## src/sv/assert_macros.svh

```systemverilog
// Assertion macros shared by the baud divider RTL.
// Needs signals named clock and reset in the including module.
`ifndef ASSERT_MACROS_SVH
`define ASSERT_MACROS_SVH

// Check cons in the same cycle as ante.
`define ASSERT_SAME(label, ante, cons, msg) \
   label: assert property (@(posedge clock) disable iff (reset) (ante) |-> (cons)) \
      else $error(msg);

// Check cons in the cycle after ante.
`define ASSERT_NEXT(label, ante, cons, msg) \
   label: assert property (@(posedge clock) disable iff (reset) (ante) |=> (cons)) \
      else $error(msg);

`endif

```

## src/sv/ubd_pkg.sv

```systemverilog
// Types, constants and prescaler tables of the UART baud divider.
// No dependencies; used by every module of the block except ubd_div_pipe.
package ubd_pkg;

   // Oscillator defaults in hertz
   localparam int INTERNAL_OSC_HZ_DEF = 8000000;
   localparam int EXTERNAL_OSC_HZ_DEF = 8000000;

   // Field and datapath widths
   localparam int PORT_W      = 2;
   localparam int BAUD_W      = 32;
   localparam int DIV_W       = 16;
   localparam int ACTUAL_W    = 23;
   localparam int BUS_W       = 27;
   localparam int CLK_W       = 28;
   localparam int NUM_W       = BAUD_W + 1;
   localparam int Q2_W        = CLK_W - 4;
   localparam int SHIFT_W     = 4;
   localparam int MULT_W      = 5;
   localparam int CSR_INDEX_W = 3;
   localparam int CSR_DATA_W  = 4;
   localparam int REQ_TDATA_W = 40;
   localparam int RSP_TDATA_W = 72;

   // Divider limits and PLL factor cap
   localparam logic [DIV_W-1:0]  DIV_MIN       = 16'd16;
   localparam logic [3:0]        PLL_CAP_CODE  = 4'd14;
   localparam logic [MULT_W-1:0] PLL_MULT_MAX  = 5'd16;
   localparam logic [MULT_W-1:0] PLL_MULT_BASE = 5'd2;
   localparam logic [PORT_W-1:0] PORT_FAST     = 2'd0;
   localparam logic [PORT_W-1:0] PORT_INVALID  = 2'd3;

   typedef enum logic [1:0] {
      ST_OK      = 2'd0,
      ST_BAD_REQ = 2'd1,
      ST_RANGE   = 2'd2
   } status_type;

   typedef enum logic [1:0] {
      SRC_INTERNAL = 2'd0,
      SRC_EXTERNAL = 2'd1,
      SRC_PLL      = 2'd2,
      SRC_SPARE    = 2'd3
   } src_type;

   typedef enum logic [CSR_INDEX_W-1:0] {
      CSR_SYSCLK_SOURCE     = 3'd0,
      CSR_PLL_MULT_CODE     = 3'd1,
      CSR_PLL_FROM_EXTERNAL = 3'd2,
      CSR_EXTERNAL_HALVED   = 3'd3,
      CSR_AHB_PRESCALE      = 3'd4,
      CSR_SLOW_PRESCALE     = 3'd5,
      CSR_FAST_PRESCALE     = 3'd6
   } csr_index_type;

   // Clock-tree settings
   typedef struct packed {
      logic [1:0] sysclk_source;
      logic [3:0] pll_mult_code;
      logic       pll_from_external;
      logic       external_halved;
      logic [3:0] ahb_prescale_code;
      logic [2:0] slow_bus_prescale_code;
      logic [2:0] fast_bus_prescale_code;
   } cfg_type;

   // Sideband through the baud division
   typedef struct packed {
      logic             bad_port;
      logic             zero_baud;
      logic             too_slow;
      logic [CLK_W-1:0] bus_clk;
   } d1_side_type;

   // Sideband through the actual-baud division
   typedef struct packed {
      status_type       status;
      logic [DIV_W-1:0] divider;
      logic [BUS_W-1:0] bus_clk;
   } d2_side_type;

   // AHB prescaler as a right shift: divide 2,4,8,16,64,128,256,512
   function automatic logic [SHIFT_W-1:0] ahb_shift(input logic [3:0] code);
      logic [SHIFT_W-1:0] sh;
      case (code)
         4'd8:    sh = 4'd1;
         4'd9:    sh = 4'd2;
         4'd10:   sh = 4'd3;
         4'd11:   sh = 4'd4;
         4'd12:   sh = 4'd6;
         4'd13:   sh = 4'd7;
         4'd14:   sh = 4'd8;
         4'd15:   sh = 4'd9;
         default: sh = 4'd0;
      endcase
      return sh;
   endfunction

   // APB prescaler as a right shift: divide 2,4,8,16
   function automatic logic [2:0] apb_shift(input logic [2:0] code);
      logic [2:0] sh;
      case (code)
         3'd4:    sh = 3'd1;
         3'd5:    sh = 3'd2;
         3'd6:    sh = 3'd3;
         3'd7:    sh = 3'd4;
         default: sh = 3'd0;
      endcase
      return sh;
   endfunction

endpackage

```

## src/sv/ubd_csr.sv

```systemverilog
// Clock-tree setting registers of the UART baud divider.
// Depends on ubd_pkg for the register index codes and cfg_type.
module ubd_csr (
   input  logic                               clock,
   input  logic                               reset,
   input  logic                               csr_valid,
   output logic                               csr_ready,
   input  logic [ubd_pkg::CSR_INDEX_W-1:0]    csr_index,
   input  logic [ubd_pkg::CSR_DATA_W-1:0]     csr_data,
   output ubd_pkg::cfg_type                   cfg_o
);

   ubd_pkg::cfg_type cfg_ff;

   assign csr_ready = 1'b1;
   assign cfg_o     = cfg_ff;

   // Write one register per item; unknown indexes drop the write
   always_ff @(posedge clock) begin
      if (reset) begin
         cfg_ff <= '0;
      end else if (csr_valid) begin
         case (csr_index)
            ubd_pkg::CSR_SYSCLK_SOURCE:     cfg_ff.sysclk_source          <= csr_data[1:0];
            ubd_pkg::CSR_PLL_MULT_CODE:     cfg_ff.pll_mult_code          <= csr_data[3:0];
            ubd_pkg::CSR_PLL_FROM_EXTERNAL: cfg_ff.pll_from_external      <= csr_data[0];
            ubd_pkg::CSR_EXTERNAL_HALVED:   cfg_ff.external_halved        <= csr_data[0];
            ubd_pkg::CSR_AHB_PRESCALE:      cfg_ff.ahb_prescale_code      <= csr_data[3:0];
            ubd_pkg::CSR_SLOW_PRESCALE:     cfg_ff.slow_bus_prescale_code <= csr_data[2:0];
            ubd_pkg::CSR_FAST_PRESCALE:     cfg_ff.fast_bus_prescale_code <= csr_data[2:0];
            default: begin
            end
         endcase
      end
   end

endmodule

```

## src/sv/ubd_clock.sv

```systemverilog
// Two pipeline stages that work out the bus clock of the requested port.
// Depends on ubd_pkg for widths, clock source codes and prescaler tables.
module ubd_clock #(
   parameter int INTERNAL_OSC_HZ = ubd_pkg::INTERNAL_OSC_HZ_DEF,
   parameter int EXTERNAL_OSC_HZ = ubd_pkg::EXTERNAL_OSC_HZ_DEF
) (
   input  logic                              clock,
   input  logic                              reset,
   input  logic                              en_i,
   input  ubd_pkg::cfg_type                  cfg_i,
   input  logic                              valid_i,
   input  logic [ubd_pkg::PORT_W-1:0]        port_i,
   input  logic [ubd_pkg::BAUD_W-1:0]        baud_i,
   output logic                              valid_o,
   output logic                              bad_port_o,
   output logic [ubd_pkg::BAUD_W-1:0]        baud_o,
   output logic [ubd_pkg::CLK_W-1:0]         bus_clk_o
);

   localparam int CW = ubd_pkg::CLK_W;
   localparam logic [CW-1:0] INT_HZ      = CW'(INTERNAL_OSC_HZ);
   localparam logic [CW-1:0] EXT_HZ      = CW'(EXTERNAL_OSC_HZ);
   localparam logic [CW-1:0] INT_HALF_HZ = CW'(INTERNAL_OSC_HZ / 2);
   localparam logic [CW-1:0] EXT_HALF_HZ = CW'(EXTERNAL_OSC_HZ / 2);

   logic [ubd_pkg::MULT_W-1:0]  pll_mult;
   logic [CW-1:0]               pll_in;
   logic [CW-1:0]               sys_in;
   logic [ubd_pkg::SHIFT_W-1:0] shift_in;
   logic [2:0]                  apb_code;

   // Stage A registers
   logic                        va_ff;
   logic                        bad_a_ff;
   logic [ubd_pkg::BAUD_W-1:0]  baud_a_ff;
   logic [CW-1:0]               sys_ff;
   logic [ubd_pkg::SHIFT_W-1:0] shift_ff;

   // Stage B registers
   logic                        vb_ff;
   logic                        bad_b_ff;
   logic [ubd_pkg::BAUD_W-1:0]  baud_b_ff;
   logic [CW-1:0]               bus_ff;
   logic [CW-1:0]               bus_in;

   // PLL factor is code plus two, capped at sixteen
   assign pll_mult = (cfg_i.pll_mult_code >= ubd_pkg::PLL_CAP_CODE) ? ubd_pkg::PLL_MULT_MAX
                   : ubd_pkg::MULT_W'(cfg_i.pll_mult_code) + ubd_pkg::PLL_MULT_BASE;

   // PLL input: external, optionally halved, or internal halved
   always_comb begin
      if (cfg_i.pll_from_external) begin
         pll_in = cfg_i.external_halved ? EXT_HALF_HZ : EXT_HZ;
      end else begin
         pll_in = INT_HALF_HZ;
      end
   end

   // Select the system clock
   always_comb begin
      case (ubd_pkg::src_type'(cfg_i.sysclk_source))
         ubd_pkg::SRC_EXTERNAL: sys_in = EXT_HZ;
         ubd_pkg::SRC_PLL:      sys_in = pll_in * CW'(pll_mult);
         default:               sys_in = INT_HZ;
      endcase
   end

   // Total prescale as one shift: AHB then the port's APB
   assign apb_code = (port_i == ubd_pkg::PORT_FAST) ? cfg_i.fast_bus_prescale_code
                   : cfg_i.slow_bus_prescale_code;
   assign shift_in = ubd_pkg::ahb_shift(cfg_i.ahb_prescale_code)
                   + ubd_pkg::SHIFT_W'(ubd_pkg::apb_shift(apb_code));

   assign bus_in = sys_ff >> shift_ff;

   // Advance valid bits
   always_ff @(posedge clock) begin
      if (reset) begin
         va_ff <= 1'b0;
         vb_ff <= 1'b0;
      end else if (en_i) begin
         va_ff <= valid_i;
         vb_ff <= va_ff;
      end
   end

   // Advance payload
   always_ff @(posedge clock) begin
      if (en_i) begin
         bad_a_ff  <= (port_i == ubd_pkg::PORT_INVALID);
         baud_a_ff <= baud_i;
         sys_ff    <= sys_in;
         shift_ff  <= shift_in;
         bad_b_ff  <= bad_a_ff;
         baud_b_ff <= baud_a_ff;
         bus_ff    <= bus_in;
      end
   end

   assign valid_o    = vb_ff;
   assign bad_port_o = bad_b_ff;
   assign baud_o     = baud_b_ff;
   assign bus_clk_o  = bus_ff;

endmodule

```

## src/sv/ubd_div_pipe.sv

```systemverilog
// Pipelined restoring divider, one quotient bit per register stage.
// Depends on assert_macros.svh; the quotient must fit in QUO_W bits.
`include "assert_macros.svh"

module ubd_div_pipe #(
   parameter int NUM_W  = 33,
   parameter int DEN_W  = 32,
   parameter int QUO_W  = 16,
   parameter int SIDE_W = 1
) (
   input  logic              clock,
   input  logic              reset,
   input  logic              en_i,
   input  logic              valid_i,
   input  logic [NUM_W-1:0]  num_i,
   input  logic [DEN_W-1:0]  den_i,
   input  logic [SIDE_W-1:0] side_i,
   output logic              valid_o,
   output logic [QUO_W-1:0]  quo_o,
   output logic [SIDE_W-1:0] side_o
);

   localparam int CMP_W = (NUM_W > DEN_W + QUO_W) ? NUM_W : DEN_W + QUO_W;

   logic [QUO_W-1:0]  vld_ff;
   logic [NUM_W-1:0]  rem_ff  [QUO_W];
   logic [DEN_W-1:0]  den_ff  [QUO_W];
   logic [QUO_W-1:0]  quo_ff  [QUO_W];
   logic [SIDE_W-1:0] side_ff [QUO_W];

   for (genvar k = 0; k < QUO_W; k++) begin : g_stage
      localparam int BIT = QUO_W - 1 - k;

      logic              vld_src;
      logic [NUM_W-1:0]  rem_src;
      logic [DEN_W-1:0]  den_src;
      logic [QUO_W-1:0]  quo_src;
      logic [SIDE_W-1:0] side_src;
      logic [CMP_W-1:0]  rem_wide;
      logic [CMP_W-1:0]  den_shift;
      logic              take;
      logic [NUM_W-1:0]  rem_in;
      logic [QUO_W-1:0]  quo_in;

      if (k == 0) begin : g_first
         assign vld_src  = valid_i;
         assign rem_src  = num_i;
         assign den_src  = den_i;
         assign quo_src  = '0;
         assign side_src = side_i;
      end else begin : g_next
         assign vld_src  = vld_ff[k-1];
         assign rem_src  = rem_ff[k-1];
         assign den_src  = den_ff[k-1];
         assign quo_src  = quo_ff[k-1];
         assign side_src = side_ff[k-1];
      end

      // Trial subtract of the shifted divisor
      assign rem_wide  = CMP_W'(rem_src);
      assign den_shift = CMP_W'(den_src) << BIT;
      assign take      = (rem_wide >= den_shift);
      assign rem_in    = take ? NUM_W'(rem_wide - den_shift) : rem_src;
      assign quo_in    = take ? (quo_src | (QUO_W'(1) << BIT)) : quo_src;

      always_ff @(posedge clock) begin
         if (reset) begin
            vld_ff[k] <= 1'b0;
         end else if (en_i) begin
            vld_ff[k] <= vld_src;
         end
      end

      always_ff @(posedge clock) begin
         if (en_i) begin
            rem_ff[k]  <= rem_in;
            den_ff[k]  <= den_src;
            quo_ff[k]  <= quo_in;
            side_ff[k] <= side_src;
         end
      end
   end

   assign valid_o = vld_ff[QUO_W-1];
   assign quo_o   = quo_ff[QUO_W-1];
   assign side_o  = side_ff[QUO_W-1];

   // A stalled pipeline holds its last stage
   `ASSERT_NEXT(a_div_stall_holds, !en_i, $stable(valid_o) && $stable(quo_o), "divider moved while stalled")

endmodule

```

## src/sv/uart_baud_divider_from_clock_tree.sv

```systemverilog
// UART baud divider from the clock-tree settings: top level.
// Depends on ubd_pkg, ubd_csr, ubd_clock, ubd_div_pipe and assert_macros.svh.
//
// Usage:
//   csr_*  : write channel for the clock-tree settings, always ready; write
//            only while no request is in flight.
//   req_*  : one request per item, port and requested baud rate.
//   rsp_*  : one result per request, in request order: status, rounded
//            divider, actual baud rate and the port's bus clock.
// Throughput: one item per cycle while not stalled. Pipeline: the item passes
//   44 registers, the first loaded at the accepting edge: 2 clock-tree
//   stages, 1 rounding stage, 16 stages of the baud division (one quotient
//   bit each), 24 stages of the actual-baud division and the output
//   register.
// Reset: synchronous; clears all settings to zero and empties the pipeline.
// Stall: while a result waits in the output register and rsp_tready is low,
//   the whole pipeline holds and req_tready is low; nothing is lost or
//   repeated, and the pipeline moves again in the cycle rsp_tready rises.
`include "assert_macros.svh"

module uart_baud_divider_from_clock_tree #(
   parameter int INTERNAL_OSC_HZ = ubd_pkg::INTERNAL_OSC_HZ_DEF,
   parameter int EXTERNAL_OSC_HZ = ubd_pkg::EXTERNAL_OSC_HZ_DEF
) (
   input  logic                                clock,
   input  logic                                reset,
   // Setting writes
   input  logic                                csr_valid,
   output logic                                csr_ready,
   input  logic [ubd_pkg::CSR_INDEX_W-1:0]     csr_index,
   input  logic [ubd_pkg::CSR_DATA_W-1:0]      csr_data,
   // Requests
   input  logic                                req_tvalid,
   output logic                                req_tready,
   input  logic [ubd_pkg::REQ_TDATA_W-1:0]     req_tdata,  // port[1:0], baud_req[33:2]
   // Results
   output logic                                rsp_tvalid,
   input  logic                                rsp_tready,
   output logic [ubd_pkg::RSP_TDATA_W-1:0]     rsp_tdata   // status[1:0], divider[17:2],
                                                           // achieved_baud[40:18],
                                                           // bus_clock_hz[67:41]
);

   localparam int D1_SIDE_W = $bits(ubd_pkg::d1_side_type);
   localparam int D2_SIDE_W = $bits(ubd_pkg::d2_side_type);
   localparam int RSP_PAD_W = ubd_pkg::RSP_TDATA_W - 2 - ubd_pkg::DIV_W
                            - ubd_pkg::ACTUAL_W - ubd_pkg::BUS_W;

   ubd_pkg::cfg_type cfg;
   logic             adv;

   // Clock-tree stages
   logic                        clk_valid;
   logic                        clk_bad;
   logic [ubd_pkg::BAUD_W-1:0]  clk_baud;
   logic [ubd_pkg::CLK_W-1:0]   clk_bus;

   // Rounding stage
   logic                        vc_ff;
   logic                        bad_c_ff;
   logic                        zero_c_ff;
   logic [ubd_pkg::BAUD_W-1:0]  baud_c_ff;
   logic [ubd_pkg::CLK_W-1:0]   bus_c_ff;
   logic [ubd_pkg::NUM_W-1:0]   num_c_ff;
   logic [ubd_pkg::NUM_W-1:0]   num_in;
   logic                        too_slow;
   ubd_pkg::d1_side_type        d1_side_in;

   // Baud division
   logic                        d1_valid;
   logic [ubd_pkg::DIV_W-1:0]   d1_quo;
   logic [D1_SIDE_W-1:0]        d1_side_vec;
   ubd_pkg::d1_side_type        d1_side;
   ubd_pkg::d2_side_type        d2_side_in;

   // Actual-baud division
   logic                        d2_valid;
   logic [ubd_pkg::Q2_W-1:0]    d2_quo;
   logic [D2_SIDE_W-1:0]        d2_side_vec;
   ubd_pkg::d2_side_type        d2_side;

   // Output register
   logic                         rsp_valid_ff;
   ubd_pkg::status_type          status_ff;
   logic [ubd_pkg::DIV_W-1:0]    divider_ff;
   logic [ubd_pkg::ACTUAL_W-1:0] actual_ff;
   logic [ubd_pkg::BUS_W-1:0]    bus_ff;

   // The whole pipeline moves unless a result waits untaken
   assign adv        = !rsp_valid_ff || rsp_tready;
   assign req_tready = adv;

   ubd_csr u_csr (
      .clock     (clock),
      .reset     (reset),
      .csr_valid (csr_valid),
      .csr_ready (csr_ready),
      .csr_index (csr_index),
      .csr_data  (csr_data),
      .cfg_o     (cfg)
   );

   ubd_clock #(
      .INTERNAL_OSC_HZ (INTERNAL_OSC_HZ),
      .EXTERNAL_OSC_HZ (EXTERNAL_OSC_HZ)
   ) u_clock (
      .clock      (clock),
      .reset      (reset),
      .en_i       (adv),
      .cfg_i      (cfg),
      .valid_i    (req_tvalid),
      .port_i     (req_tdata[1:0]),
      .baud_i     (req_tdata[33:2]),
      .valid_o    (clk_valid),
      .bad_port_o (clk_bad),
      .baud_o     (clk_baud),
      .bus_clk_o  (clk_bus)
   );

   // Add half the baud rate for rounding
   assign num_in = ubd_pkg::NUM_W'(clk_bus) + ubd_pkg::NUM_W'(clk_baud >> 1);

   always_ff @(posedge clock) begin
      if (reset) begin
         vc_ff <= 1'b0;
      end else if (adv) begin
         vc_ff <= clk_valid;
      end
   end

   always_ff @(posedge clock) begin
      if (adv) begin
         bad_c_ff  <= clk_bad;
         zero_c_ff <= (clk_baud == '0);
         baud_c_ff <= clk_baud;
         bus_c_ff  <= clk_bus;
         num_c_ff  <= num_in;
      end
   end

   // Quotient of 65536 or more exactly when num / 65536 reaches the baud rate
   assign too_slow = (ubd_pkg::BAUD_W'(num_c_ff[ubd_pkg::NUM_W-1:ubd_pkg::DIV_W]) >= baud_c_ff);

   assign d1_side_in.bad_port  = bad_c_ff;
   assign d1_side_in.zero_baud = zero_c_ff;
   assign d1_side_in.too_slow  = too_slow;
   assign d1_side_in.bus_clk   = bus_c_ff;

   ubd_div_pipe #(
      .NUM_W  (ubd_pkg::NUM_W),
      .DEN_W  (ubd_pkg::BAUD_W),
      .QUO_W  (ubd_pkg::DIV_W),
      .SIDE_W (D1_SIDE_W)
   ) u_div_baud (
      .clock   (clock),
      .reset   (reset),
      .en_i    (adv),
      .valid_i (vc_ff),
      .num_i   (num_c_ff),
      .den_i   (baud_c_ff),
      .side_i  (d1_side_in),
      .valid_o (d1_valid),
      .quo_o   (d1_quo),
      .side_o  (d1_side_vec)
   );

   assign d1_side = ubd_pkg::d1_side_type'(d1_side_vec);

   // Classify the request and drop the fields a failed one does not report
   always_comb begin
      if (d1_side.bad_port || d1_side.zero_baud) begin
         d2_side_in.status = ubd_pkg::ST_BAD_REQ;
      end else if (d1_side.too_slow || (d1_quo < ubd_pkg::DIV_MIN)) begin
         d2_side_in.status = ubd_pkg::ST_RANGE;
      end else begin
         d2_side_in.status = ubd_pkg::ST_OK;
      end
      d2_side_in.divider = (d2_side_in.status == ubd_pkg::ST_OK) ? d1_quo : '0;
      d2_side_in.bus_clk = d1_side.bad_port ? '0 : d1_side.bus_clk[ubd_pkg::BUS_W-1:0];
   end

   ubd_div_pipe #(
      .NUM_W  (ubd_pkg::CLK_W),
      .DEN_W  (ubd_pkg::DIV_W),
      .QUO_W  (ubd_pkg::Q2_W),
      .SIDE_W (D2_SIDE_W)
   ) u_div_actual (
      .clock   (clock),
      .reset   (reset),
      .en_i    (adv),
      .valid_i (d1_valid),
      .num_i   (d1_side.bus_clk),
      .den_i   (d1_quo),
      .side_i  (d2_side_in),
      .valid_o (d2_valid),
      .quo_o   (d2_quo),
      .side_o  (d2_side_vec)
   );

   assign d2_side = ubd_pkg::d2_side_type'(d2_side_vec);

   // Output register
   always_ff @(posedge clock) begin
      if (reset) begin
         rsp_valid_ff <= 1'b0;
      end else if (adv) begin
         rsp_valid_ff <= d2_valid;
      end
   end

   always_ff @(posedge clock) begin
      if (adv) begin
         status_ff  <= d2_side.status;
         divider_ff <= d2_side.divider;
         actual_ff  <= (d2_side.status == ubd_pkg::ST_OK) ? d2_quo[ubd_pkg::ACTUAL_W-1:0] : '0;
         bus_ff     <= d2_side.bus_clk;
      end
   end

   assign rsp_tvalid = rsp_valid_ff;
   assign rsp_tdata  = {RSP_PAD_W'(0), bus_ff, actual_ff, divider_ff, status_ff};

   // Pipeline checks
   `ASSERT_SAME(a_stall_blocks_input, rsp_valid_ff && !rsp_tready, !req_tready, "input taken while output stalled")
   `ASSERT_SAME(a_ok_divider_in_range, rsp_valid_ff && (status_ff == ubd_pkg::ST_OK), divider_ff >= ubd_pkg::DIV_MIN, "ok result with divider below minimum")
   `ASSERT_SAME(a_fail_fields_zero, rsp_valid_ff && (status_ff != ubd_pkg::ST_OK), (divider_ff == '0) && (actual_ff == '0), "failed result carries a divider")

endmodule
```

## config.mk

```make
export PLATFORM = sky130hd
export DESIGN_NAME = uart_baud_divider_from_clock_tree
export DESIGN_NICKNAME = d
export VERILOG_FILES = /design/src/sv/ubd_pkg.sv /design/src/sv/ubd_csr.sv /design/src/sv/ubd_clock.sv /design/src/sv/ubd_div_pipe.sv /design/src/sv/uart_baud_divider_from_clock_tree.sv
export VERILOG_INCLUDE_DIRS = /design/src /design/src/sv
export SDC_FILE = /design/constraint.sdc
export NUM_CORES = 2
export LEC_CHECK = 0
export BUFFER_PORTS_ARGS = -buffer_cell sky130_fd_sc_hd__buf_2
export CORE_MARGIN = 5
export CORE_UTILIZATION = 30
export CTS_CLUSTER_DIAMETER = 100
export DETAILED_ROUTE_END_ITERATION = 16
export RECOVER_POWER = 100
export SLEW_MARGIN = 0
export SYNTH_ARGS = -nofsm -noshare
export SYNTH_HDL_FRONTEND = slang
export SYNTH_MEMORY_MAX_BITS = 65536
export SYNTH_SLANG_ARGS = --single-unit
```

## constraint.sdc

```tcl
create_clock -name clock -period 257.3 [get_ports clock]
set_input_delay 51.46 -clock clock [delete_from_list [all_inputs] [get_ports clock]]
set_output_delay 51.46 -clock clock [all_outputs]
set_load 0.005 [all_outputs]
```

-- Word-level counts from Yosys, hierarchy flattened
Memories as Yosys holds them, arrays and structs flattened. A register that Yosys moved wholly into a read port is not among the register bits.
Index checks and enable logic that the tools add are counted.
- add/sub/neg operators: 43
- multiply operators: 1
- magnitude comparators: 43
- eq/ne operators: 12
- shifts and indexed selects: 1
- muxes and demuxes: 93
- reductions and logical operators: 17
- operator list (operator ; number):
    $mux W28 ; 25
    $mux W33 ; 16
    $sub A33 B33 Y33 ; 15
    $sub A28 B28 Y28 ; 12
    $mux W16 ; 3
    $ge A33 B47 Y1 ; 1
    $ge A33 B46 Y1 ; 1
    $mux W23 ; 2
    $ge A33 B45 Y1 ; 1
    $ge A33 B44 Y1 ; 1
    $ge A33 B43 Y1 ; 1
    $ge A33 B42 Y1 ; 1
    $ge A33 B41 Y1 ; 1
    $ge A33 B40 Y1 ; 1
    $ge A28 B39 Y1 ; 1
    $ge A33 B39 Y1 ; 1
    $ge A28 B38 Y1 ; 1
    $ge A33 B38 Y1 ; 1
    $ge A28 B37 Y1 ; 1
    $ge A33 B37 Y1 ; 1
    $ge A28 B36 Y1 ; 1
    $ge A33 B36 Y1 ; 1
    $ge A28 B35 Y1 ; 1
    $ge A33 B35 Y1 ; 1
    77 further kinds ; 119
- register bits: 328
- bits in writable memories: 4504
- ROM bits: 64
- output and inout port bits: 75
- logic and storage cells: 285
- memories: 9
- memories (name ; depth ; width ; rd ports ; clocked after memory_dff ; write ports ; line ; text):
    u_div_actual.side_ff ; 24 ; 45 ; 24 ; 0 ; 24 ; ubd_div_pipe.sv:29 ; logic [SIDE_W-1:0] side_ff [QUO_W];
    u_div_actual.rem_ff ; 24 ; 28 ; 23 ; 0 ; 24 ; ubd_div_pipe.sv:26 ; logic [NUM_W-1:0] rem_ff [QUO_W];
    u_div_actual.quo_ff ; 24 ; 24 ; 24 ; 1 ; 24 ; ubd_div_pipe.sv:28 ; logic [QUO_W-1:0] quo_ff [QUO_W];
    u_div_baud.rem_ff ; 16 ; 33 ; 15 ; 0 ; 16 ; ubd_div_pipe.sv:26 ;
    u_div_baud.den_ff ; 16 ; 32 ; 15 ; 0 ; 16 ; ubd_div_pipe.sv:27 ; logic [DEN_W-1:0] den_ff [QUO_W];
    u_div_baud.side_ff ; 16 ; 31 ; 16 ; 0 ; 16 ; ubd_div_pipe.sv:29 ;
    +3 memories ; - ; - ; - ; - ; - ; - ;

-- Longest topological paths before layout
An unclocked memory read counts as a cell.
- depth in word-level cells: 7
- gate-level depth with buffers: 23
- gate-level depth less buffers: 23

-- Modules after synthesis
Synthesis repeated with hierarchy kept, for this count alone.
- cells, all modules: 12054
- area total of the unflattened synthesis: 182258.6 sq um
- by module, submodules not included (module ; times used ; cells an instance ; area each (sq um) ; sequential area each (sq um)):
    ubd_div_pipe (u_div_actual) ; 1 ; 5551 ; 93216.9 ; 72309.4
    ubd_div_pipe (u_div_baud) ; 1 ; 5391 ; 74356.3 ; 48576.6
    uart_baud_divider_from_clock_tree ; 1 ; 517 ; 7329.5 ; 4904.7
    ubd_clock ; 1 ; 524 ; 6576.3 ; 3583.4
    ubd_csr ; 1 ; 71 ; 779.5 ; 360.3

-- Worst setup path after synthesis
No wires, ideal clock.
- path type: input-to-output
- from: input rsp_tready
- to: output req_tready
- arrival time: 166.214 ns
- required time: 205.840 ns
- setup slack: 39.626 ns
- cell stages on the path: 4
- cell sequence: nor2b_1 clkbuf_1 clkinv_1 clkbuf_1
- word-level cells in the longest chain between the ends: 1
- ends and longest elaborated chain (what ; line ; text):
    start, declared ; uart_baud_divider_from_clock_tree.sv:38 ; input logic rsp_tready,
    $logic_or A1 B1 Y1 ; uart_baud_divider_from_clock_tree.sv:90 ; assign adv = !rsp_valid_ff || rsp_tready;
    end, declared ; uart_baud_divider_from_clock_tree.sv:34 ; output logic req_tready,
No other way between the ends.

-- Final worst setup path
Ends and elaborated chain as after synthesis.

==> impl_metrics.ini <==
[outcome]
status = finished with violations
violations = max-capacitance violations, max-slew violations

[setup_path]
cp-start-kind = input pin
critical_path_arrival_ns = 54.34
cp-end-kind = output pin
worst_path_largest_cell_delay_ns = 1.87
reg2reg_slack_ns = 219.48
cp_data_required_time_ns = 205.84
worstPathCellList = buf_2 > nor2b_1 > clkinvlp_2 > clkbuf_1
crit_fanout = 43
cp_top_family = buffers and inverters
crit_type = in -> out
slowest_stage = clkinvlp_2
worst-path-buf-inv = 3

[floorplan]
num_rows = 283
die_w_um = 782
design.die.area_um2 = 612000
dieHeight_um = 782
ios = 127
initial_core_util_pct = 30.1
core_area_um2 = 594000

[timing]
fin_setup_tns_ns = 0
slew-limit-headroom_pct = -541
hold_violations = 0
slew_viol_final = 4868
finalSetupViolCount = 0
fmax_mhz = 9.45
post-route-period-util_pct = 41.1
whs_ns = 0.337
fin_ws_ns = 151.50
rsz0062_at_grt = false
skew_ns = 0.133
finalCriticalPeriod_ns = 105.80
worstMarginPinSlew_ns = 9.62

[placed_design]
gp_congestion = 0.866
placed_cells = 19569
place_ws_ns = 153.51
place_area_um2 = 189000
hpwl_um = 209000
io_buffer_count = 115

[grt]
gr-usage-all-layers_pct = 9.63
antenna_found_initial = 16
grt_use_met2_pct = 16.3
grt_pass1_vias = 89867
overflow = 0
grt_util_met1_pct = 12.5
use_met3_pct = 1.51
top_usage_layer = met2
grt_max_degree = 206
grt_pass1_wl_um = 487000

[synth]
syn-cell-area_um2 = 179000
synth-main-ff-cell = edfxtp_1
ys_ff_latch = 4321
synth_top_family_by_area = compound AO/OA/AOI/OAI gates
synth_xor_xnor_area_share_pct = 3.10
yosysUniqueCellTypes = 96
synth_adder_area_share_pct = 6.31
syn_inst = 11708
ys_async_sr_fraction_pct = 0
synth.avg_cell_area_um2 = 15.3
synth_area_leaders = edfxtp_1 (71%), ha_1 (5.7%), inv_1 (2.0%), a21oi_1 (1.9%), xnor2_1 (1.8%)
synth-compound-area-share_pct = 7.33
synthSimpleGateAreaFrac_pct = 6.23
synth_most_common_cell = edfxtp_1
synth-edff-count = 4255
synth_top_cell_area_share_pct = 71.4
synthMuxAreaShare_pct = 2.41
yosysTopAreaCell = edfxtp_1
synth_seq_area_share_pct = 72.2
yosys_warnings = 0
synth.top_cells.by_count = edfxtp_1 (4,255), inv_1 (966), ha_1 (810), a21oi_1 (671), nand2_1 (605)

[pwr]
power.internal_mw = 1.43
seqPwrFrac_pct = 47.1
leakagePower_nw = 79.1
power_mw = 1.96
pwr-share-comb_pct = 20.5
peakVddDrop_v = 0.00000753
clkPwrFrac_pct = 32.4
switchingPower_mw = 0.529
cellPowerDensity_nw_per_um2 = 9.65
swShare_pct = 27.0

[clock_network]
path_clk_slew_ns = 0.06
htree_num_levels = 5
clk_latency_ns = 1.04
post_cts_buffers = 0
cts_buffers = 447
cts.path.max_buffers = 4
cts_hold_buf = 0
tritoncts = done
post_cts_resized = 0
cts_root_buf = clkbuf_16
cts_sinks = 4321

[route]
drc = 0
postRouteAntennaNets = 0
vias_per_cell = 4.43
drt_first_pass_iters = 5
wl_per_cell_um = 14.9
vias = 90227
wl_um = 304000
drt_iter0_drc = 5722

[cells_and_area]
fin_util_pct = 34.2
design_area_um2 = 203000
stdcell_count = 20384
drive_gt1_share_pct = 8.24
area.growth.synth_to_final_pct = 13.7
fin_nets = 13101

[hold_path]
hp-class = reg -> reg

[job]
cap_violations = 63
## path summary, 6_finish.rpt
path | startpoint | endpoint | cells after the start
max reg2reg | rsp_tvalid | u_div_actual.quo_ff[23][4] | 12
min reg2reg | u_div_actual.side_ff[3][9] | u_div_actual.side_ff[3][54] | 0
max | rsp_tready | req_tready | 4
min | u_div_actual.side_ff[3][9] | u_div_actual.side_ff[3][54] | 0
## cell type report
type | instances | area [um^2]
fillers | 56664 | 391000
flip-flops and latches | 4321 | 129000
well taps | 7837 | 9810
clock inverters | 292 | 3170
multi-input cells | 6247 | 45300
diodes | 3 | 7.51
inverters | 967 | 3630
repair buffers | 197 | 853
clock buffers | 520 | 11500
## placed cells by master (no fill, tap or decap), types with 263 or more instances in the layout
master	count
clkbuf_16	448
xor2_1	263
edfxtp_1	4255
nor2_1	529
a21oi_1	671
xnor2_1	371
nand2_1	605
o21ai_0	549
ha_1	810
a21o_1	325
inv_1	966
## sequential cells by signal, indices dropped and copies added, names as in the netlist, 32 cells and up, named ones only
register,cells
baud_c_ff,32
num_c_ff,32
u_div_actual.rem_ff,644
u_div_baud.den_ff,480
u_div_actual.den_ff,368
u_div_actual.side_ff,1080
u_clock.baud_a_ff,32
u_div_baud.quo_ff,136
u_div_actual.quo_ff,276
u_div_baud.rem_ff,495
u_clock.baud_o,32
u_div_baud.side_ff,496
## worst reg2reg max path, stage by stage (launching register included)
cell	delay [ns]
dfxtp_1	0.30
nor2b_1	0.14
clkinvlp_2	1.40
clkbuf_1	2.74
clkbuf_1	6.91
clkbuf_1	2.84
clkbuf_1	6.91
clkbuf_1	2.65
clkbuf_1	2.95
clkbuf_1	2.15
clkbuf_1	2.83
clkbuf_1	3.03
clkbuf_1	2.59
## cell families (layout without fill, tap and decap cells)
kind of cell             Yosys count  after routing
AND/OR/NAND/NOR                 2241           2241
buffers and inverters           1145           1976
flip-flops                      4321           4321
AO/OA/AOI/OAI                   2118           2118
adder cells (fa/ha/maj)          868            868
XOR/XNOR                         634            634
other                              2             10
multiplexers                     379            379
## routing by layer
metal  vias up  share of wire (%)
li1      44849                  -
met4         0                3.9
met2      1542                 47
met1     43191                 45
met3       645                4.0
met5         -                  0
## power groups by stage
stage	Combinational [mW]	Sequential, mW	Clock (mW)
6_report	0.403	0.924	0.635
5_1_grt	0.454	0.934	0.688
4_1_cts	0.407	0.926	0.658
3_5_place_dp	0.403	0.940	0
3_3_place_gp	0.396	0.938	0
2_1_floorplan	0.322	0.919	0
Power figures use the tool's default switching activity.
